`src/design/elex_pkg.sv`:
```
package elex_pkg;

    localparam int CHAR_W = 8;
    localparam int KIND_W = 4;
    localparam int CNT_W = 3;

    localparam logic [CNT_W-1:0] KW_LEN = 3'd5;
    localparam logic [CNT_W-1:0] KW_HELD_MAX = 3'd4;

    localparam logic [KIND_W-1:0] KIND_NUMBER = 4'd0;
    localparam logic [KIND_W-1:0] KIND_IDENT = 4'd1;
    localparam logic [KIND_W-1:0] KIND_PRINT = 4'd2;
    localparam logic [KIND_W-1:0] KIND_PLUS = 4'd3;
    localparam logic [KIND_W-1:0] KIND_MINUS = 4'd4;
    localparam logic [KIND_W-1:0] KIND_STAR = 4'd5;
    localparam logic [KIND_W-1:0] KIND_SLASH = 4'd6;
    localparam logic [KIND_W-1:0] KIND_LPAREN = 4'd7;
    localparam logic [KIND_W-1:0] KIND_RPAREN = 4'd8;
    localparam logic [KIND_W-1:0] KIND_EQUALS = 4'd9;
    localparam logic [KIND_W-1:0] KIND_SEMI = 4'd10;
    localparam logic [KIND_W-1:0] KIND_ERROR = 4'd11;
    localparam logic [KIND_W-1:0] KIND_END = 4'd12;

    localparam logic [CHAR_W-1:0] CH_UNDERSCORE = 8'h5F;
    localparam logic [CHAR_W-1:0] CH_SPACE = 8'h20;
    localparam logic [CHAR_W-1:0] CH_TAB = 8'h09;
    localparam logic [CHAR_W-1:0] CH_CR = 8'h0D;

    typedef enum logic [1:0] {
        MODE_START = 2'd0,
        MODE_NUM = 2'd1,
        MODE_IDENT = 2'd2,
        MODE_KW = 2'd3
    } mode_t;

    typedef struct packed {
        logic [CHAR_W-1:0] char_in;
        logic end_of_input;
    } src_beat_t;

    typedef struct packed {
        logic [KIND_W-1:0] token_kind;
        logic [CHAR_W-1:0] char_out;
        logic token_start;
        logic last_in_run;
    } tok_beat_t;

    // results of one source byte: held keyword prefix, one more result, or all of print
    typedef struct packed {
        logic print;
        logic [CNT_W-1:0] flush_n;
        logic tail_valid;
        logic [KIND_W-1:0] tail_kind;
        logic [CHAR_W-1:0] tail_char;
        logic tail_start;
        logic [CNT_W-1:0] count;
    } burst_t;

    function automatic logic [CHAR_W-1:0] kw_char(input logic [CNT_W-1:0] i);
        logic [CHAR_W-1:0] ch;
        case (i)
            3'd0: ch = 8'h70;
            3'd1: ch = 8'h72;
            3'd2: ch = 8'h69;
            3'd3: ch = 8'h6E;
            3'd4: ch = 8'h74;
            default: ch = 8'h00;
        endcase
        return ch;
    endfunction

    function automatic logic [KIND_W-1:0] op_kind(input logic [CHAR_W-1:0] c);
        logic [KIND_W-1:0] k;
        case (c)
            8'h2B: k = KIND_PLUS;
            8'h2D: k = KIND_MINUS;
            8'h2A: k = KIND_STAR;
            8'h2F: k = KIND_SLASH;
            8'h28: k = KIND_LPAREN;
            8'h29: k = KIND_RPAREN;
            8'h3D: k = KIND_EQUALS;
            8'h3B: k = KIND_SEMI;
            default: k = KIND_NUMBER;
        endcase
        return k;
    endfunction

    function automatic logic is_digit(input logic [CHAR_W-1:0] c);
        return (c >= 8'h30) && (c <= 8'h39);
    endfunction

    function automatic logic is_alpha(input logic [CHAR_W-1:0] c);
        return ((c >= 8'h61) && (c <= 8'h7A)) || ((c >= 8'h41) && (c <= 8'h5A));
    endfunction

    function automatic logic is_space(input logic [CHAR_W-1:0] c);
        return (c == CH_SPACE) || ((c >= CH_TAB) && (c <= CH_CR));
    endfunction

endpackage

```
`src/design/elex_scan.sv`:
```
module elex_scan (
    input  logic                clk,
    input  logic                rst_n,
    input  logic                step,
    input  elex_pkg::src_beat_t beat,
    output elex_pkg::burst_t    burst
);
    import elex_pkg::*;

    mode_t            mode_reg, mode_next;
    logic [CNT_W-1:0] cnt_reg, cnt_next;
    logic             err_reg, err_next;

    always_ff @(posedge clk or negedge rst_n)
    begin
        if (!rst_n)
        begin
            mode_reg <= MODE_START;
            cnt_reg <= '0;
            err_reg <= 1'b0;
        end
        else if (step)
        begin
            mode_reg <= mode_next;
            cnt_reg <= cnt_next;
            err_reg <= err_next;
        end
    end

    always_comb
    begin
        logic [CHAR_W-1:0] c;
        mode_t             m;
        logic [CNT_W-1:0]  held;
        logic              done;
        logic [KIND_W-1:0] k;

        c = beat.char_in;
        m = mode_reg;
        done = 1'b0;
        k = op_kind(c);
        held = (cnt_reg > KW_HELD_MAX) ? KW_HELD_MAX : cnt_reg;

        mode_next = mode_reg;
        cnt_next = cnt_reg;
        err_next = err_reg;
        burst = '0;

        if (beat.end_of_input)
        begin
            if (!err_reg && mode_reg == MODE_KW)
                burst.flush_n = held;
            burst.tail_valid = 1'b1;
            burst.tail_kind = KIND_END;
            burst.tail_char = '0;
            burst.tail_start = 1'b1;
            mode_next = MODE_START;
            cnt_next = '0;
            err_next = 1'b0;
        end
        else if (!err_reg)
        begin
            if (m == MODE_KW)
            begin
                if (cnt_reg < KW_LEN && c == kw_char(cnt_reg))
                begin
                    done = 1'b1;
                    if (cnt_reg + 3'd1 == KW_LEN)
                    begin
                        burst.print = 1'b1;
                        mode_next = MODE_START;
                        cnt_next = '0;
                    end
                    else
                        cnt_next = cnt_reg + 3'd1;
                end
                else
                begin
                    burst.flush_n = held;
                    cnt_next = '0;
                    m = MODE_IDENT;
                end
            end
            if (!done && m == MODE_NUM)
            begin
                if (is_digit(c))
                begin
                    done = 1'b1;
                    burst.tail_valid = 1'b1;
                    burst.tail_kind = KIND_NUMBER;
                    burst.tail_char = c;
                    burst.tail_start = 1'b0;
                    mode_next = MODE_NUM;
                end
                else
                    m = MODE_START;
            end
            if (!done && m == MODE_IDENT)
            begin
                if (is_alpha(c) || is_digit(c) || c == CH_UNDERSCORE)
                begin
                    done = 1'b1;
                    burst.tail_valid = 1'b1;
                    burst.tail_kind = KIND_IDENT;
                    burst.tail_char = c;
                    burst.tail_start = 1'b0;
                    mode_next = MODE_IDENT;
                end
                else
                    m = MODE_START;
            end
            if (!done)
            begin
                mode_next = MODE_START;
                burst.tail_char = c;
                burst.tail_start = 1'b1;
                if (is_space(c))
                    burst.tail_valid = 1'b0;
                else if (is_digit(c))
                begin
                    burst.tail_valid = 1'b1;
                    burst.tail_kind = KIND_NUMBER;
                    mode_next = MODE_NUM;
                end
                else if (k != KIND_NUMBER)
                begin
                    burst.tail_valid = 1'b1;
                    burst.tail_kind = k;
                end
                else if (c == kw_char(3'd0))
                begin
                    mode_next = MODE_KW;
                    cnt_next = 3'd1;
                end
                else if (is_alpha(c))
                begin
                    burst.tail_valid = 1'b1;
                    burst.tail_kind = KIND_IDENT;
                    mode_next = MODE_IDENT;
                end
                else
                begin
                    burst.tail_valid = 1'b1;
                    burst.tail_kind = KIND_ERROR;
                    err_next = 1'b1;
                    cnt_next = '0;
                end
            end
        end

        if (burst.print)
            burst.count = KW_LEN;
        else
            burst.count = burst.flush_n + {2'b00, burst.tail_valid};
    end

    a_err_parks: assert property (@(posedge clk) disable iff (!rst_n)
        err_reg |-> (mode_reg == MODE_START && cnt_reg == '0))
        else $error("latched error with scanner not parked");

    a_cnt_only_kw: assert property (@(posedge clk) disable iff (!rst_n)
        (mode_reg != MODE_KW) |-> (cnt_reg == '0))
        else $error("keyword count held outside keyword mode");

    a_cnt_range: assert property (@(posedge clk) disable iff (!rst_n)
        (mode_reg == MODE_KW) |-> (cnt_reg >= 3'd1 && cnt_reg <= KW_HELD_MAX))
        else $error("keyword count out of range");

endmodule

```
`src/design/elex_burst.sv`:
```
module elex_burst (
    input  logic                clk,
    input  logic                rst_n,
    input  logic                load,
    input  elex_pkg::burst_t    burst,
    output logic                free,
    output logic                tok_valid,
    input  logic                tok_stall,
    output elex_pkg::tok_beat_t tok_beat
);
    import elex_pkg::*;

    logic             valid_reg, valid_next;
    logic [CNT_W-1:0] idx_reg, idx_next;
    burst_t           burst_reg;
    logic             take;
    logic             last;

    assign take = valid_reg && !tok_stall;
    assign last = (idx_reg == burst_reg.count - 3'd1);
    assign free = !valid_reg || (take && last);
    assign tok_valid = valid_reg;

    always_comb
    begin
        valid_next = valid_reg;
        idx_next = idx_reg;
        if (load)
        begin
            valid_next = (burst.count != '0);
            idx_next = '0;
        end
        else if (take)
        begin
            if (last)
                valid_next = 1'b0;
            else
                idx_next = idx_reg + 3'd1;
        end
    end

    always_ff @(posedge clk or negedge rst_n)
    begin
        if (!rst_n)
        begin
            valid_reg <= 1'b0;
            idx_reg <= '0;
        end
        else
        begin
            valid_reg <= valid_next;
            idx_reg <= idx_next;
        end
    end

    always_ff @(posedge clk)
    begin
        if (load)
            burst_reg <= burst;
    end

    always_comb
    begin
        tok_beat.last_in_run = last;
        if (burst_reg.print)
        begin
            tok_beat.token_kind = KIND_PRINT;
            tok_beat.char_out = kw_char(idx_reg);
            tok_beat.token_start = (idx_reg == '0);
        end
        else if (idx_reg < burst_reg.flush_n)
        begin
            tok_beat.token_kind = KIND_IDENT;
            tok_beat.char_out = kw_char(idx_reg);
            tok_beat.token_start = (idx_reg == '0);
        end
        else
        begin
            tok_beat.token_kind = burst_reg.tail_kind;
            tok_beat.char_out = burst_reg.tail_char;
            tok_beat.token_start = burst_reg.tail_start;
        end
    end

    a_idx_in_burst: assert property (@(posedge clk) disable iff (!rst_n)
        valid_reg |-> (idx_reg < burst_reg.count))
        else $error("beat index past end of burst");

    a_no_load_busy: assert property (@(posedge clk) disable iff (!rst_n)
        load |-> free)
        else $error("burst loaded over undelivered beats");

endmodule

```
`src/design/expression_lexer.sv`:
```
// pipeline: a source beat is registered in src_reg, decoded by the scanner once the burst stage is
// free, and its token beats are registered in the burst stage
// throughput: one source beat per cycle while each byte yields at most one token beat and tok_stall is low;
// a byte yielding n beats (up to 5) holds the source side until its last beat is taken
// reset: rst_n asynchronous active low; scanner at token start, error latch clear, no beats
module expression_lexer (
    input  logic                clk,
    input  logic                rst_n,
    input  logic                src_valid,
    output logic                src_stall,
    input  elex_pkg::src_beat_t src_beat,
    output logic                tok_valid,
    input  logic                tok_stall,
    output elex_pkg::tok_beat_t tok_beat
);
    import elex_pkg::*;

    logic      src_valid_reg, src_valid_next;
    src_beat_t src_reg;
    logic      accept;
    logic      advance;
    logic      free;
    burst_t    burst;

    assign advance = src_valid_reg && free;
    assign src_stall = src_valid_reg && !free;
    assign accept = src_valid && !src_stall;

    always_comb
    begin
        src_valid_next = src_valid_reg;
        if (accept)
            src_valid_next = 1'b1;
        else if (advance)
            src_valid_next = 1'b0;
    end

    always_ff @(posedge clk or negedge rst_n)
    begin
        if (!rst_n)
            src_valid_reg <= 1'b0;
        else
            src_valid_reg <= src_valid_next;
    end

    always_ff @(posedge clk)
    begin
        if (accept)
            src_reg <= src_beat;
    end

    elex_scan u_scan (
        .clk   (clk),
        .rst_n (rst_n),
        .step  (advance),
        .beat  (src_reg),
        .burst (burst)
    );

    elex_burst u_burst (
        .clk       (clk),
        .rst_n     (rst_n),
        .load      (advance),
        .burst     (burst),
        .free      (free),
        .tok_valid (tok_valid),
        .tok_stall (tok_stall),
        .tok_beat  (tok_beat)
    );

    a_end_starts: assert property (@(posedge clk) disable iff (!rst_n)
        (tok_valid && tok_beat.token_kind == KIND_END) |->
            (tok_beat.token_start && tok_beat.last_in_run))
        else $error("end beat not a single-beat token");

endmodule

```
`config.mk`:
```
export PLATFORM = sky130hd
export DESIGN_NAME = expression_lexer
export DESIGN_NICKNAME = d
export VERILOG_FILES = /design/src/design/elex_pkg.sv /design/src/design/elex_scan.sv /design/src/design/elex_burst.sv /design/src/design/expression_lexer.sv
export SDC_FILE = /design/constraint.sdc
export NUM_CORES = 1
export LEC_CHECK = 0
export BUFFER_PORTS_ARGS = -buffer_cell sky130_fd_sc_hd__buf_2
export CELL_PAD_IN_SITES_DETAIL_PLACEMENT = 1
export CELL_PAD_IN_SITES_GLOBAL_PLACEMENT = 1
export CORE_UTILIZATION = 41
export CTS_CLUSTER_SIZE = 10
export DETAILED_ROUTE_END_ITERATION = 16
export HOLD_SLACK_MARGIN = 0.15
export PLACE_DENSITY_LB_ADDON = 0.1
export SLEW_MARGIN = 20
export SYNTH_ARGS = -nofsm -noshare
export SYNTH_HDL_FRONTEND = slang
export SYNTH_SLANG_ARGS = --single-unit
```
`constraint.sdc`:
```
create_clock -name clk -period 3.1 [get_ports clk]
set_input_delay 0.62 -clock clk [delete_from_list [all_inputs] [get_ports clk]]
set_output_delay 0.62 -clock clk [all_outputs]
set_load 0.05 [all_outputs]
```
# Word level (Yosys, flattened, before mapping)
# Index checks and enable logic that the tools add are counted.
word_totals:
  memories: 0
  latch_bits: 0
  mem_bits_rw: 0
  ff_bits: 40
  elab_cells: 186
  output_inout_bits: 16
  romBits: 0
  input_bits: 13
classes:
  n_lt_le_gt_ge: 11
  eq_ne: 27
  reduce_logical: 36
  mux: 93
  div_mod_pow: 0
  n_shift: 0
  bitwise: 0
  multipliers: 0
  addsub: 4
ops:
  columns: ["operator", "count"]
  rows:
  - ["14-bit 2-to-1 mux", 7]
  - ["8-bit by 6-bit == test with 1-bit output, second input constant", 9]
  - ["7-bit one-hot mux with 5 select lines", 2]
  - ["3-bit 2-to-1 mux", 18]
  - ["2-bit 2-to-1 mux", 23]
  - ["4-bit one-hot mux with 8 select lines", 1]
  - ["1-bit 2-to-1 mux", 29]
  - ["13-bit 2-to-1 mux", 2]
  - ["8-bit 2-to-1 mux", 3]
  - ["18-bit 2-to-1 mux", 1]
  - ["17-bit 2-to-1 mux", 1]
  - ["8-bit by 7-bit == test with 1-bit output, second input constant", 2]
  - ["8-bit by 7-bit >= comparator with 1-bit output, second input constant", 2]
  - ["8-bit by 7-bit less-or-equal comparator with 1-bit output, second input constant", 2]
  - ["5-bit 2-to-1 mux", 3]
  - ["1-bit logical AND", 13]
  - ["3-bit by 2-bit == test with 1-bit output, second input constant", 4]
  - ["4-bit 2-to-1 mux", 3]
  - ["3-bit == test, second input constant", 3]
  - ["8-bit == test", 1]
  - ["8-bit by 4-bit >= comparator with 1-bit output, second input constant", 1]
  - ["8-bit by 6-bit >= comparator with 1-bit output, second input constant", 1]
  - ["8-bit by 4-bit less-or-equal comparator with 1-bit output, second input constant", 1]
  - ["8-bit by 6-bit less-or-equal comparator with 1-bit output, second input constant", 1]
  - ["other kinds (19)", 38]

# Logic depth before layout (Yosys ltp)
depth:
  ltp_word: 30
  mapped_depth: 17
  mapped_depth_nobuf: 15

# By module
# A second synthesis with hierarchy kept.
hier_totals:
  cells_unflattened: 283
  hier_area_um2: 2780.2
by_module_without_submodules:
  columns: ["mod", "instances", "area_each_um2", "cells_each", "seq_area_each_um2"]
  rows:
  - ["elex_scan", 1, 1233.7, 179, 150.1]
  - ["elex_burst", 1, 1212.4, 89, 700.7]
  - ["expression_lexer", 1, 334.1, 15, 295.3]

# Worst setup path before layout
# No wires, ideal clock.
synth_path:
  path_type: "reg-to-output"
  startpoint: "reg u_burst.idx_reg[1]"
  endpoint: "out tok_beat[3] in the netlist's numbering"
  slack_ps: -189
  t_arrival_ps: 2669
  t_required_ps: 2480
  path_buffers: 1
  path_stages_with_launch: 7
  path_cell_list: "dfrtp_1 -> ha_1 -> a21o_1 -> a21oi_1 -> nor2_1 -> clkbuf_1 -> o31ai_1"
synth_rtl:
  columns: ["element", "line", "text"]
  rows:
  - ["start, declared", "elex_burst.sv:14", "logic [CNT_W-1:0] idx_reg, idx_next;"]
  - ["start signal, assigned", "elex_burst.sv:52", "idx_reg <= idx_next;"]
  - ["end, declared", "expression_lexer.sv:14", "output elex_pkg::tok_beat_t tok_beat"]

# Worst setup path in the final report
layout_path:
  startpoint: "reg u_scan.cnt_reg[0]"
  endpoint: "reg u_burst.valid_reg (netlist: u_burst.tok_valid)"
layout_via:
  elab_chain_cells: 30
  word_cells_on_any_way: 64
  classes_between: "2 x add/sub; 2 x order compare; 8 x eq/ne; 45 x mux; 7 x reduce/logical"
layout_lines:
  columns: ["element", "line", "text"]
  rows:
  - ["start, declared", "elex_scan.sv:11", "logic [CNT_W-1:0] cnt_reg, cnt_next;"]
  - ["start signal, assigned", "elex_scan.sv:25", "cnt_reg <= cnt_next;"]
  - ["3-bit == test (tied with other cells)", "elex_pkg.sv:61", "case (i)"]
  - ["7-bit one-hot mux with 5 select lines", "elex_pkg.sv:61", null]
  - ["8-bit 2-to-1 mux", "elex_scan.sv:63", "if (m == MODE_KW)"]
  - ["8-bit 2-to-1 mux", "elex_scan.sv:61", "else if (!err_reg)"]
  - ["8-bit 2-to-1 mux", "elex_scan.sv:49", "if (beat.end_of_input)"]
  - ["8-bit == test", "elex_scan.sv:65", "if (cnt_reg < KW_LEN && c == kw_char(cnt_reg))"]
  - ["1-bit logical AND", "elex_scan.sv:65", null]
  - ["2-bit 2-to-1 mux or 1-bit 2-to-1 mux (tied branches)", "elex_scan.sv:65", null]
  - ["[14 not listed]", null, null]
  - ["1-bit 2-to-1 mux", "elex_scan.sv:117", "if (is_space(c))"]
  - ["14-bit 2-to-1 mux", "elex_scan.sv:112", "if (!done)"]
  - ["18-bit 2-to-1 mux", "elex_scan.sv:61", null]
  - ["17-bit 2-to-1 mux", "elex_scan.sv:49", null]
  - ["3-bit by 1-bit adder with 3-bit output", "elex_scan.sv:154", "burst.count = burst.flush_n + {2'b00, burst.tail_valid};"]
  - ["3-bit 2-to-1 mux (*)", "elex_scan.sv:151", "if (burst.print)"]
  - ["3-bit nonzero test (*)", "elex_burst.sv:30", "valid_next = (burst.count != '0);"]
  - ["1-bit 2-to-1 mux (*)", "elex_burst.sv:28", "if (load)"]
  - ["end signal, assigned", "elex_burst.sv:51", "valid_reg <= valid_next;"]
  - ["end, declared", "elex_burst.sv:13", "logic valid_reg, valid_next;"]
# Mark *: on every way between the ends. The rest lies on a longest branch, timed or not. The select of a mux whose other input is x is not followed.
# A chain may end at the register's enable or synchronous reset.

==> impl_summary.log <==
INFO  metric finalHoldViolations = 0
INFO  metric regToRegEndpoint = u_burst.tok_valid
INFO  metric placed_cells_incl_taps = 401
INFO  metric critPathMostFrequentCell = sky130_fd_sc_hd__ha_4
INFO  metric clock_sinks = 40
INFO  metric n_fill_cell = 723
INFO  metric switching_power = roughly 1.7 mW
INFO  metric arrival = about 3300 ps
INFO  metric tritoncts = yes
INFO  metric number_of_antenna_cells_inserted = 0
INFO  metric finalCriticalPeriod = ~3100 ps
INFO  metric hpwlAfterDp = ~5800 um
INFO  metric synth_cells = 282
INFO  metric worst_setup_path_end_kind = flop
INFO  metric synthesis.yosys.warnings = 0
INFO  metric crit_path_start = u_scan.cnt_reg[0]
INFO  metric drtPass1Iterations = 10
INFO  metric pre_cts_slack = -109 ps
INFO  metric antenna_found_initial = 0
INFO  metric finalCritPeriodShare = 100%
INFO  metric synth_ff_type = sky130_fd_sc_hd__edfxtp_1
INFO  metric synthDominantAreaCellType = sky130_fd_sc_hd__edfxtp_1
INFO  metric setup_viol = 1
INFO  metric p_leak = around 1.4 nW
INFO  metric synth_edf_count = 29
INFO  metric commonest_cells_post_synth = sky130_fd_sc_hd__edfxtp_1 (29), sky130_fd_sc_hd__nand2_1 (27), sky130_fd_sc_hd__nor2_1 (20), sky130_fd_sc_hd__inv_1 (16), sky130_fd_sc_hd__ha_1 (15)
INFO  metric critPathSlowestCell = sky130_fd_sc_hd__dfrtp_2
INFO  metric grt_pass1_wl = 13000 um
INFO  metric synthArstFlopShare = 27.5%
INFO  metric synth_sequential_area_ratio = between 40% and 50%
INFO  metric routed-via-count = roughly 2.4k
INFO  metric post-route-worst-setup-slack = -11.0 ps
INFO  metric cts.htree.levels = 2
INFO  metric drt_iter0_markers = 87
INFO  metric tightestPinTransition = 478 ps
INFO  metric count_leader_synth = sky130_fd_sc_hd__edfxtp_1
INFO  metric cts_made_buffers = 5
INFO  metric post-route-drc-count = 6
INFO  metric detail-route-antenna-nets = 0
INFO  metric grt_pass1_vias = about 2.5k
INFO  metric netlist_area = 0.00275 mm^2
INFO  metric power_per_cell_area = approximately 950 mW/mm^2
INFO  metric max_stage_delay = ~420 ps
INFO  metric register_area = approximately 0.0011 mm^2
INFO  metric wire_per_inst = 18.4 um
INFO  metric vdd_ir_drop_max = between 0.0003 and 0.0004 V
INFO  metric die_footprint = around 0.007 mm^2
INFO  metric reg_to_reg_critical_path_startpoint = u_scan.cnt_reg[0]
INFO  metric floorplan.initialDensity = approximately 43%
INFO  metric failed_checks = design-rule violations, negative setup slack
INFO  metric worst-endpoint-required = approximately 3300 ps
INFO  metric clock_power_share = 13.2%
INFO  metric core-area = 0.00642 mm^2
INFO  metric timing.clock.skew = around 6.5 ps
INFO  metric final-instance-count-excl-fill = between 400 and 500
INFO  metric syn-mean-instance-area = about 9.7 um^2
INFO  metric grt_usage = 23.7%
INFO  metric finalCoreUtilization = a little over half
INFO  metric maximum_number_of_pins_on_one_net_before_global_route_repair = 22
INFO  metric setup.worst_path.end = u_burst.tok_valid
INFO  metric crit_family = simple AND/OR/NAND/NOR gates
INFO  metric multiInputGateArea = 0.00166 mm^2
INFO  metric reg2reg_slack = -10 ps
INFO  metric ios = 29
INFO  metric yosysUniqueCellTypes = 64
INFO  metric clk_path_buf_depth = 2
INFO  metric timing_max_transition_violations_final = 0
INFO  metric viasPerCell = 5.65
INFO  metric synth_nets = between 300 and 400
INFO  metric yosys.area.top_type_share = 31.7%
INFO  metric power_frac_comb = roughly 57%
INFO  metric synth_seq_cells = 40
INFO  metric net_switching_fraction_of_the_power = between 40% and 50%
INFO  metric outcome = finished, violations left
INFO  metric gp_routability_congestion = 0.926
INFO  metric grt_setup_unrepaired = true
INFO  metric port-buffer-count = 28
INFO  metric postRouteWirelength = ~7700 um
INFO  metric areaGrowthSynthToFinish = 27.1%
INFO  metric start_kind = flop
INFO  metric path_depth = 16
INFO  metric reg2reg_depth = 16
INFO  metric insertion_delay = 300 ps
INFO  metric p_int = approximately 1.7 mW
INFO  metric cts_hold_buf = 0
INFO  metric die_width = 83.8 um
INFO  metric timing_worst_setup_path_type = reg2reg
INFO  metric cts_root_buffer = sky130_fd_sc_hd__clkbuf_8
INFO  metric fmaxAchievable = 321 MHz
INFO  metric timing.critical_path.buf_inv = 2
INFO  metric placementRows = 29
INFO  metric clkTransAtPathRegs = ~90 ps
INFO  metric power.sequential.fraction = roughly 30%
INFO  metric grt_overflow_total = 0
INFO  metric drive_gt1_share = 33.2%
INFO  metric chipHeight = approximately 84 um
INFO  metric synth.top_cells.by_area = sky130_fd_sc_hd__edfxtp_1 (32%), sky130_fd_sc_hd__dfrtp_1 (10%), sky130_fd_sc_hd__ha_1 (6.8%), sky130_fd_sc_hd__nand2_1 (3.7%), sky130_fd_sc_hd__and2_1 (3.0%)
INFO  metric maxSlewHeadroom = between 60% and 70%
INFO  metric max-cap-violations = 0
INFO  metric largest_register_ffs = 20
INFO  metric worst-path-max-fanout = 5
INFO  metric hold_class = in2async
INFO  metric worstPathCellList = buf_6 -> ha_4 -> ha_4 -> inv_2 -> o311ai_2 -> xor2_1 -> or3_4 -> nor3_4 -> a21oi_2 -> a21o_1 -> ha_4 -> ha_4 -> nor2_4 -> nand3b_1 -> nor3_2 -> a211oi_2
INFO  metric num-nets-final = 367
[kinds of logic (layout without fill, tap and decap cells)]
logic type,Yosys count,count (layout),synth area share [%]
and+or+nand+nor,118,118,23.4
AOI/OAI and AO/OA,65,65,18.2
DFF,40,40,41.8
buffers and inverters,30,88,4.56
adders and majority gates,15,15,6.84
xor gates and xnor gates,11,11,4.06
muxes,3,3,1.19
[through the flow]
stage / hold WS (ps) / TNS [ps] / area (um^2) / power, mW
6_report: 191 / -11.0 / 3490 / 3.32
5_1_grt: 197 / -176 / 3490 / 3.53
4_1_cts: 204 / 0 / 3410 / 3.32
3_5_place_dp: 529 / -109 / 3180 / 2.86
3_3_place_gp: 531 / 0 / 3180 / 2.81
2_1_floorplan: 324 / -380 / 2830 / 2.36
[power groups by stage]
stage / sequential, mW / clock (mW) / combinational (mW)
global route: 1.02 / 0.470 / 2.04
global placement: 0.995 / 0 / 1.81
floorplan: 0.922 / 0 / 1.44
CTS: 0.989 / 0.444 / 1.89
detailed placement: 0.998 / 0 / 1.87
finish: 0.992 / 0.439 / 1.89
[final cells by class]
cell class                      count  area share (%)
Clock buffer                        5            1.97
Tap cell                           77            2.76
Inverter                           17            1.90
Multi-Input combinational cell    212            47.6
Clock inverter                      3            1.22
Sequential cell                    40            32.9
Timing Repair Buffer               63            11.7
[how the worst min path moves through the flow]
| stage | endpoint | slack (ps) | from |
|---|---|---|---|
| floorplan | src_valid_reg | 320 | rst_n |
| global placement | u_burst.idx_reg[2] | 530 | rst_n |
| detailed placement | u_burst.idx_reg[2] | 530 | rst_n |
| CTS | src_valid_reg | 200 | rst_n |
| global route | u_scan.mode_reg[1] | 200 | rst_n |
| finish | u_scan.mode_reg[1] | 190 | rst_n |
[worst register-to-register path: cells and delay by family (launching register included)]
family                     cells  cell delay (ps)
and+or+nand+nor                5             1040
adders and majority gates      4              700
buffers and inverters          2              170
AOI/OAI and AO/OA              4              550
DFF                            1              420
xor gates and xnor gates       1              100
[repair_timing]
| item | CTS | global route |
|---|---|---|
| gates resized for setup | 15 | 11 |
| setup buffers | 6 | 2 |
| setup endpoints to repair | 1 | 2 |
| pin swaps | 11 | 10 |
[routing by layer]
metal,global-route usage [%],up-vias,wire [um],share of wire (%)
met5,0,-,0,0
met4,7.37,0,167,2.2
met3,3.96,14,178,2.3
met2,42.7,37,4040,53
met1,28.6,1169,3300,43
li1,-,1138,-,-
[cells in the final DEF, fill, tap and decap left out, types with 4 or more instances in the layout]
cell type | synthesis | routed
sky130_fd_sc_hd__ha_4 | 0 | 6
sky130_fd_sc_hd__nor2_1 | 20 | 19
sky130_fd_sc_hd__o21ai_0 | 12 | 12
sky130_fd_sc_hd__nand2b_1 | 4 | 4
sky130_fd_sc_hd__clkbuf_8 | 0 | 5
sky130_fd_sc_hd__or2_1 | 3 | 4
sky130_fd_sc_hd__and2_1 | 13 | 13
sky130_fd_sc_hd__nand2_1 | 27 | 27
sky130_fd_sc_hd__a21oi_1 | 8 | 6
sky130_fd_sc_hd__nor3_1 | 13 | 9
sky130_fd_sc_hd__xor2_1 | 4 | 4
sky130_fd_sc_hd__buf_4 | 1 | 34
sky130_fd_sc_hd__nor2b_1 | 8 | 8
sky130_fd_sc_hd__edfxtp_1 | 29 | 29
sky130_fd_sc_hd__or3_1 | 5 | 4
sky130_fd_sc_hd__buf_2 | 1 | 28
sky130_fd_sc_hd__dfrtp_1 | 11 | 9
sky130_fd_sc_hd__inv_1 | 16 | 13
sky130_fd_sc_hd__ha_1 | 15 | 9
sky130_fd_sc_hd__a22o_1 | 4 | 4
sky130_fd_sc_hd__nor3_2 | 5 | 6
sky130_fd_sc_hd__xnor2_1 | 6 | 6
sky130_fd_sc_hd__o21ai_1 | 4 | 4
No activity file was read; power rests on OpenSTA's default activity.
